$ cat src/sv/hcbp_pkg.sv
package hcbp_pkg;

  localparam int BYTE_W    = 8;
  localparam int SYM_W     = 8;
  localparam int PWORD_W   = 16;
  localparam int CMD_W     = 2;
  localparam int IN_DATA_W = SYM_W + PWORD_W;

  localparam logic [SYM_W-1:0] TERM_SYMBOL = '0;

  typedef enum logic [CMD_W-1:0] {
    CMD_WRITE  = 2'd0,
    CMD_ENCODE = 2'd1,
    CMD_END    = 2'd2
  } hcbp_cmd_t;

  typedef struct packed {
    logic vld;
    logic flush;
  } hcbp_ctl_t;

endpackage

$ cat src/sv/hcbp_packer.sv
module hcbp_packer #(
  parameter int PATH_WIDTH = 16
) (
  input  logic                          clk,
  input  logic                          rst_n,
  input  hcbp_pkg::hcbp_ctl_t           ctl,
  input  logic [PATH_WIDTH-1:0]         code,
  input  logic [$clog2(PATH_WIDTH)-1:0] len,
  output logic                          load,
  output logic                          out_tvalid,
  input  logic                          out_tready,
  output logic [hcbp_pkg::BYTE_W-1:0]   out_tdata,  // out_byte
  output logic                          out_tlast   // last_of_run
);
  import hcbp_pkg::*;

  localparam int BW = PATH_WIDTH + BYTE_W - 2;
  localparam int CW = $clog2(BW + 1);

  logic [BW-1:0]     bits_r, bits_nxt;
  logic [CW-1:0]     cnt_r, cnt_nxt, cnt_after;
  logic              flush_r, flush_nxt, flush_after;
  logic              ov_r, ov_nxt;
  logic [BYTE_W-1:0] ob_r, ob_nxt, byte_val;
  logic              ol_r, ol_nxt;
  logic              full, part, slot, emit, idle;

  always_comb begin
    full        = cnt_r >= CW'(BYTE_W);
    part        = !full && flush_r && (cnt_r != '0);
    slot        = !ov_r || out_tready;
    emit        = (full || part) && slot;
    cnt_after   = cnt_r;
    if (emit) begin
      cnt_after = full ? cnt_r - CW'(BYTE_W) : '0;
    end
    flush_after = flush_r && (cnt_after != '0);
    idle        = (cnt_after < CW'(BYTE_W)) && !flush_after;
    load        = ctl.vld && idle;

    if (full) begin
      byte_val = BYTE_W'(bits_r >> (cnt_r - CW'(BYTE_W)));
    end else begin
      byte_val = BYTE_W'(bits_r << (CW'(BYTE_W) - cnt_r));
    end

    bits_nxt  = bits_r;
    cnt_nxt   = cnt_after;
    flush_nxt = flush_after;
    if (load) begin
      bits_nxt  = (bits_r << len) | BW'(code);
      cnt_nxt   = cnt_after + CW'(len);
      flush_nxt = ctl.flush;
    end

    ov_nxt = ov_r;
    ob_nxt = ob_r;
    ol_nxt = ol_r;
    if (emit) begin
      ov_nxt = 1'b1;
      ob_nxt = byte_val;
      ol_nxt = idle;
    end else if (out_tready) begin
      ov_nxt = 1'b0;
    end
  end

  always_ff @(posedge clk) begin
    if (!rst_n) begin
      cnt_r   <= '0;
      flush_r <= 1'b0;
      ov_r    <= 1'b0;
    end else begin
      cnt_r   <= cnt_nxt;
      flush_r <= flush_nxt;
      ov_r    <= ov_nxt;
    end
  end

  always_ff @(posedge clk) begin
    bits_r <= bits_nxt;
    ob_r   <= ob_nxt;
    ol_r   <= ol_nxt;
  end

  assign out_tvalid = ov_r;
  assign out_tdata  = ob_r;
  assign out_tlast  = ol_r;

endmodule

$ cat config.mk
export PLATFORM = sky130hd
export DESIGN_NAME = hcbp_packer
export DESIGN_NICKNAME = d
export VERILOG_FILES = /design/src/sv/hcbp_pkg.sv /design/src/sv/hcbp_packer.sv
export SDC_FILE = /design/constraint.sdc
export NUM_CORES = 1
export LEC_CHECK = 0
export ABC_AREA = 0
export BUFFER_PORTS_ARGS = -buffer_cell sky130_fd_sc_hd__buf_2
export CAP_MARGIN = 20
export CORE_AREA = 2 2 126 128
export CTS_CLUSTER_SIZE = 14
export DETAILED_ROUTE_END_ITERATION = 12
export DIE_AREA = 0 0 128 130
export PLACE_DENSITY = 0.39
export SETUP_SLACK_MARGIN = 0.1
export SLEW_MARGIN = 10
export SYNTH_ARGS = -nofsm -noshare
export SYNTH_HDL_FRONTEND = slang
export SYNTH_SLANG_ARGS = --single-unit
export TNS_END_PERCENT = 30
$ cat constraint.sdc
create_clock -name clk -period 6.4 [get_ports clk]
set_clock_uncertainty 0.2 [all_clocks]
set_input_delay 0.96 -clock clk [delete_from_list [all_inputs] [get_ports clk]]
set_output_delay 0.96 -clock clk [all_outputs]
set_load 0.03 [all_outputs]
==> results of run 1 <==
[path summary, 6_finish.rpt]
check | startpoint | end | slack [ps] | depth (start not counted)
max reg2reg | cnt_r[0]$_SDFF_PN0_ | cnt_r[4]$_SDFF_PN0_ | 3000 | 12
min | flush_r$_SDFF_PN0_ | out_tvalid$_SDFFE_PN0P_ | 360 | 2
max | cnt_r[0]$_SDFF_PN0_ | load | 2080 | 10
min reg2reg | flush_r$_SDFF_PN0_ | out_tvalid$_SDFFE_PN0P_ | 360 | 2
[flip-flops by register name, summed over array words and instances (netlist names)]
signal and cells:
out_tdata 8, out_tlast 1, bits_r 22, out_tvalid 1, flush_r 1, cnt_r 5
[cells in the final DEF, fill, tap and decap left out, drive strengths merged, types with 5 or more instances in the layout]
master   n
mux2i   66
buf     39
nand2   33
edfxtp  31
a21oi   23
nor2    20
o21ai   18
mux2    14
mux4    14
inv     13
a211oi  10
nor2b    9
ha       9
and2     8
nand3    8
dfxtp    7
nand2b   6
a31oi    6
clkbuf   5
[synth_stat cells, types with 9 or more instances]
cell      count
nor2_1       20
a21oi_1      23
ha_1          9
nand2_1      33
mux2i_1      66
mux4_2       13
inv_1        10
a211oi_1     10
mux2_2       14
buf_2        14
o21ai_0      18
nor2b_1       9
edfxtp_1     31
[worst max-delay path, stage by stage, from the launching register on]
cell and delay, ps:
dfxtp_1 310, buf_4 360, inv_2 270, ha_1 320, or4b_1 200, nand4_1 190, o211a_1 220, nand3b_2 320
inv_1 100, buf_4 300, buf_2 260
[power groups by stage]
stage                     registers, uW  logic (uW)  clock network [uW]
after floorplan                     552        1000                   0
after global placement              532        1360                   0
after detailed placement            538        1340                   0
after CTS                           532        1350                 332
after global routing                548        1470                 345
final                               532        1350                 325
[routing by layer]
metal	GRT usage [%]	vias to the layer above	wire length (um)
met2	20.6	67	4720
met1	17.2	1473	5160
met5	0	-	0
met4	4.72	0	316
li1	-	1515	-
met3	2.50	22	351
[metrics by stage]
step,cells,hold WS (ps)
6_report,599,360
5_1_grt,599,402
2_1_floorplan,389,306
4_1_cts,599,362
3_3_place_gp,591,363
3_5_place_dp,591,356
[layout make-up]
type                    count  area, um^2
fillers                  1686       11200
multi-input cells         309        2460
flip-flops and latches     38        1070
well taps                 192         240
repair buffers             39         205
clock buffers               5         125
clock inverters             3        63.8
inverters                  13        48.8
[kinds of logic (layout without fill, tap and decap cells)]
logic type	Yosys count	in the layout	synth area share, %
simple gates	108	108	14.8
compound gates	95	95	16.7
mux	94	94	30.5
buf+inv	42	60	5.30
flops	38	38	28.7
fa+ha+maj	10	10	3.56
xor+xnor	2	2	0.470
==> run_results.csv, run 1 <==
group,metric,value,unit
run_status,status,"finished, final reports clean",
clocking,clock_latency,290,ps
power_and_ir_drop,p_leak,0.00165,uW
clocking,clkTransAtPathRegs,60,ps
worst_setup_path,end_kind,"primary output",
power_and_ir_drop,power_frac_comb,61.1,%
timing,max_freq,231,MHz
detailed_routing,wl,10600,um
floorplan,die_y,130,um
worst_setup_path,path_class,"reg -> out",
synth,synthCells,389,
floorplan,start_util,24.2,%
worst_setup_path,setup.worst_path.start_class,"flop",
placement,dpl.hpwl,8000,um
hold_path,hold_path_class,"reg -> reg",
power_and_ir_drop,pwr_density_cell,522,nW/um^2
detailed_routing,routedWlPerCell,17.6,um
detailed_routing,dr.pass1.iters,4,
timing,final_hold_viol_count,0,
clocking,cts_buffers,5,
floorplan,die_w,128,um
floorplan,fp.coreArea,15400,um^2
clocking,cts_buffer_depth,2,
detailed_routing,vias,3077,
global_routing,grt_pass1_vias,3139,
synth,yosysWarnings,0,
cells_and_area,drive_above_1_share,19.2,%
cells_and_area,synthToLayoutAreaGrowth,13.0,%
global_routing,overflow,0,
power_and_ir_drop,p_clk_share,14.8,%
timing,max_slew_margin,53.2,%
detailed_routing,drt_iter0_drc,161,
power_and_ir_drop,p_seq_share,24.1,%
synth,synth_top_cell_by_area,"edfxtp_1",
floorplan,ios,36,
synth,ys_types,59,
power_and_ir_drop,switching_share,45.7,%
placement,place_area,4030,um^2
clocking,clock_sinks,38,
detailed_routing,drt.antenna.violating_nets,0,
synth,synthesis.area,3730,um^2
job,cap_violations,0,
floorplan,fp-row-count,46,
placement,gp_congestion,0.839,
timing,tightestPinTransition,701,ps
synth,syn_nets,424,
clocking,cts.repair.resized,0,
global_routing,grt_start_max_net_pins,37,
worst_setup_path,crit_arrival,3160,ps
synth,synth_top_area_share,25.0,%
synth,yosysSeqAreaShare,28.7,%
power_and_ir_drop,irDropWorstVdd,0.169,mV
timing,setup_viol,0,
cells_and_area,diodes,0,
timing,fin_crit,4320,ps
worst_setup_path,cp_max_fo,36,
clocking,cts-root-buf,"clkbuf_16",
clocking,holdBufCountCts,0,
power_and_ir_drop,p_int,1200,uW
floorplan,die_area,16600,um^2
power_and_ir_drop,switchingPower,1010,uW
clocking,post_cts.repair.setup_buffers,0,
timing,min_period_over_period,67.6,%
cells_and_area,post-route-util,27.3,%
timing,layout_setup_ws,2080,ps
synth,ys_top_cells_by_area,"edfxtp_1 25%, mux2i_1 18%, mux4_2 7.8%, mux2_2 4.2%, dfxtp_1 3.8%",
synth,avgSynthCellArea,9.59,um^2
global_routing,antenna_found_initial,0,
cells_and_area,nets,441,
timing,setup_tns,0,ps
power_and_ir_drop,total_power,2200,uW
cells_and_area,design_area,4220,um^2
global_routing,grt_pass1_wl,16800,um
synth,ys_ff_latch,38,
placement,dp_slack,2380,ps
global_routing,grt_usage,12.8,%
synth,async_reset_ff_share,0,%
timing,slew_violations,0,
timing,rsz0062_at_grt,"false",
placement,io_buffers,35,
detailed_routing,drc,0,
clocking,cts_tree,"done",
worst_setup_path,critPathRequiredTime,5240,ps
synth,synthFlopType,"edfxtp_1",
synth,synth_edf_count,31,
detailed_routing,vias_per_cell,5.14,
clocking,htree_levels,2,
Power figures use the tool's default switching activity.
==> inputs of run 2 (changes only) <==
ABC_AREA = 1   (was 0)
CORE_AREA = 2 2 123 125   (was 2 2 126 128)
DIE_AREA = 0 0 125 127   (was 0 0 128 130)
clock period = 4.4 ns   (was 6.4 ns; I/O delays follow)
==> run_results.csv, run 2 <==
group,metric,value,unit
worst_setup_path,path_class,"reg -> out",
global_routing,grt_usage,14.4,%
clocking,cts-root-buf,"clkbuf_16",
floorplan,start_util,24.5,%
synth,avgSynthCellArea,6.67,um^2
detailed_routing,routedWlPerCell,15.1,um
floorplan,fp-row-count,44,
cells_and_area,synthToLayoutAreaGrowth,13.5,%
power_and_ir_drop,p_seq_share,23.3,%
clocking,htree_levels,2,
synth,async_reset_ff_share,0,%
synth,synthFlopType,"edfxtp_1",
synth,syn_nets,566,
power_and_ir_drop,p_int,1440,uW
synth,synth_common_cells,"172 x nand2_1, 50 x o21ai_1, 49 x inv_1, 31 x edfxtp_1, 30 x nand3_1",
synth,synth_top_cell_by_area,"edfxtp_1",
cells_and_area,final_common_cell,"nand2_1",
job,cap_violations,0,
timing,slew_violations,0,
power_and_ir_drop,total_power,3010,uW
detailed_routing,dr.pass1.iters,4,
synth,yosysSeqAreaShare,30.2,%
power_and_ir_drop,power_frac_comb,62.4,%
cells_and_area,final_cell_mix,"172 x nand2_1, 50 x o21ai_1, 49 x inv_1",
timing,rsz0062_at_grt,"false",
timing,min_period_over_period,77.6,%
worst_setup_path,cp_max_fo,38,
timing,fin_crit,3410,ps
detailed_routing,drc,0,
global_routing,antenna_found_initial,0,
detailed_routing,wl,11100,um
hold_path,hold_path_class,"in -> reg",
placement,dp_slack,1270,ps
floorplan,die_area,15900,um^2
detailed_routing,vias_per_cell,4.77,
clocking,cts_buffers,5,
floorplan,fp.coreArea,14400,um^2
power_and_ir_drop,p_leak,0.00185,uW
clocking,cts_buffer_depth,2,
timing,whs,410,ps
synth,synth_top_area_share,26.3,%
cells_and_area,design_area,4020,um^2
power_and_ir_drop,pwr_density_cell,749,nW/um^2
synth,ys_top_cells_by_area,"edfxtp_1 26%, nand2_1 18%, o21ai_1 7.1%, inv_1 5.2%, nand3_1 4.2%",
synth,synthCells,531,
power_and_ir_drop,irDropWorstVdd,0.254,mV
cells_and_area,largest_reg_flops,22,
timing,layout_setup_ws,986,ps
placement,place_area,3850,um^2
timing,max_freq,293,MHz
global_routing,grt_pass1_wl,18100,um
placement,gp_congestion,0.828,
clocking,holdBufCountCts,0,
clocking,clock_sinks,38,
timing,max_slew_margin,63.5,%
global_routing,grt_start_max_net_pins,39,
placement,io_buffers,35,
floorplan,die_y,127,um
worst_setup_path,setup.worst_path.start_class,"flop",
synth,synthesis.area,3540,um^2
power_and_ir_drop,switching_share,52.1,%
cells_and_area,drive_above_1_share,13.2,%
power_and_ir_drop,switchingPower,1570,uW
detailed_routing,drt_iter0_drc,239,
synth,synth.most_common_cell,"nand2_1",
clocking,clock_latency,300,ps
synth,ys_types,43,
clocking,post_cts.repair.setup_buffers,0,
clocking,cts_tree,"done",
cells_and_area,largest-register,"bits_r",
global_routing,overflow,0,
timing,final_hold_viol_count,0,
run_status,status,"finished, final reports clean",
cells_and_area,diodes,0,
detailed_routing,drt.antenna.violating_nets,0,
timing,tightestPinTransition,547,ps
clocking,clkTransAtPathRegs,60,ps
global_routing,grt_pass1_vias,3430,
worst_setup_path,end_kind,"primary output",
cells_and_area,nets,588,
timing,setup_tns,0,ps
timing,setup_viol,0,
synth,ys_ff_latch,38,
worst_setup_path,critPathRequiredTime,3540,ps
clocking,cts.repair.resized,0,
power_and_ir_drop,p_clk_share,14.3,%
placement,dpl.hpwl,8790,um
worst_setup_path,crit_arrival,2550,ps
synth,yosysWarnings,0,
floorplan,die_w,125,um
detailed_routing,vias,3519,
synth,synth_edf_count,31,
floorplan,ios,36,
run 2: cells by family (layout without fill, tap and decap cells):
logic type               Yosys count  after routing  share of synthesized area, %
multiplexers                      10             10                          2.83
flip-flops                        38             38                          30.2
buffers and inverters             83            106                          9.68
AO/OA/AOI/OAI                    139            139                          23.2
adder cells (fa/ha/maj)           10             10                          3.75
AND/OR/NAND/NOR                  249            249                          29.8
XOR/XNOR                           2              2                         0.495
run 2: final cells by class:
type                            instances  area (um^2)
Sequential cell                        38         1070
Inverter                               59          221
Multi-Input combinational cell        410         2130
Tap cell                              184          230
Clock buffer                            5          125
Timing Repair Buffer                   39          205
Fill cell                            1650        10400
Clock inverter                          3         40.0
run 2: layer usage:
| metal | part of all wire [%] | wire length [um] | GRT usage, % | vias up |
|---|---|---|---|---|
| met2 | 45 | 5030 | 23.2 | 71 |
| met5 | 0 | 0 | 0 | - |
| li1 | - | - | - | 1827 |
| met3 | 4.0 | 441 | 2.85 | 14 |
| met4 | 2.2 | 249 | 5.29 | 0 |
| met1 | 48 | 5390 | 19.1 | 1607 |
run 2: power groups by stage:
stage | logic, uW | clock network (uW) | registers (uW)
after floorplan | 1340 | 0 | 766
after CTS | 1880 | 442 | 705
final | 1880 | 430 | 702
after global placement | 1880 | 0 | 711
after detailed placement | 1880 | 0 | 712
after global routing | 2130 | 454 | 723
run 2: final timing paths:
check,from,endpoint,slack [ps],depth (start not counted)
max reg2reg,cnt_r[0]$_SDFF_PN0_,cnt_r[2]$_SDFF_PN0_,1460,16
max,cnt_r[0]$_SDFF_PN0_,load,990,15
min reg2reg,flush_r$_SDFF_PN0_,flush_r$_SDFF_PN0_,430,4
min,code[7],bits_r[7]$_DFFE_PP_,410,2
run 2: worst max-delay path, cell delays in order, from the launching register on:
cell and delay (ps):
dfxtp_1 310, buf_4 310, inv_2 200, ha_1 270, inv_1 70, nor2_2 40, nand2_1 90, nand2_2 60
nand2_4 110, nand2_4 80, nand2_1 70, nand2_2 60, nor2_4 130, o211ai_4 140, inv_2 110, buf_2 200
run 2: per-stage QoR:
stage	utilization (%)	instances
after floorplan	-	531
after global placement	26.7	730
after detailed placement	26.7	730
after CTS	27.9	738
after global routing	27.9	738
final	27.9	738
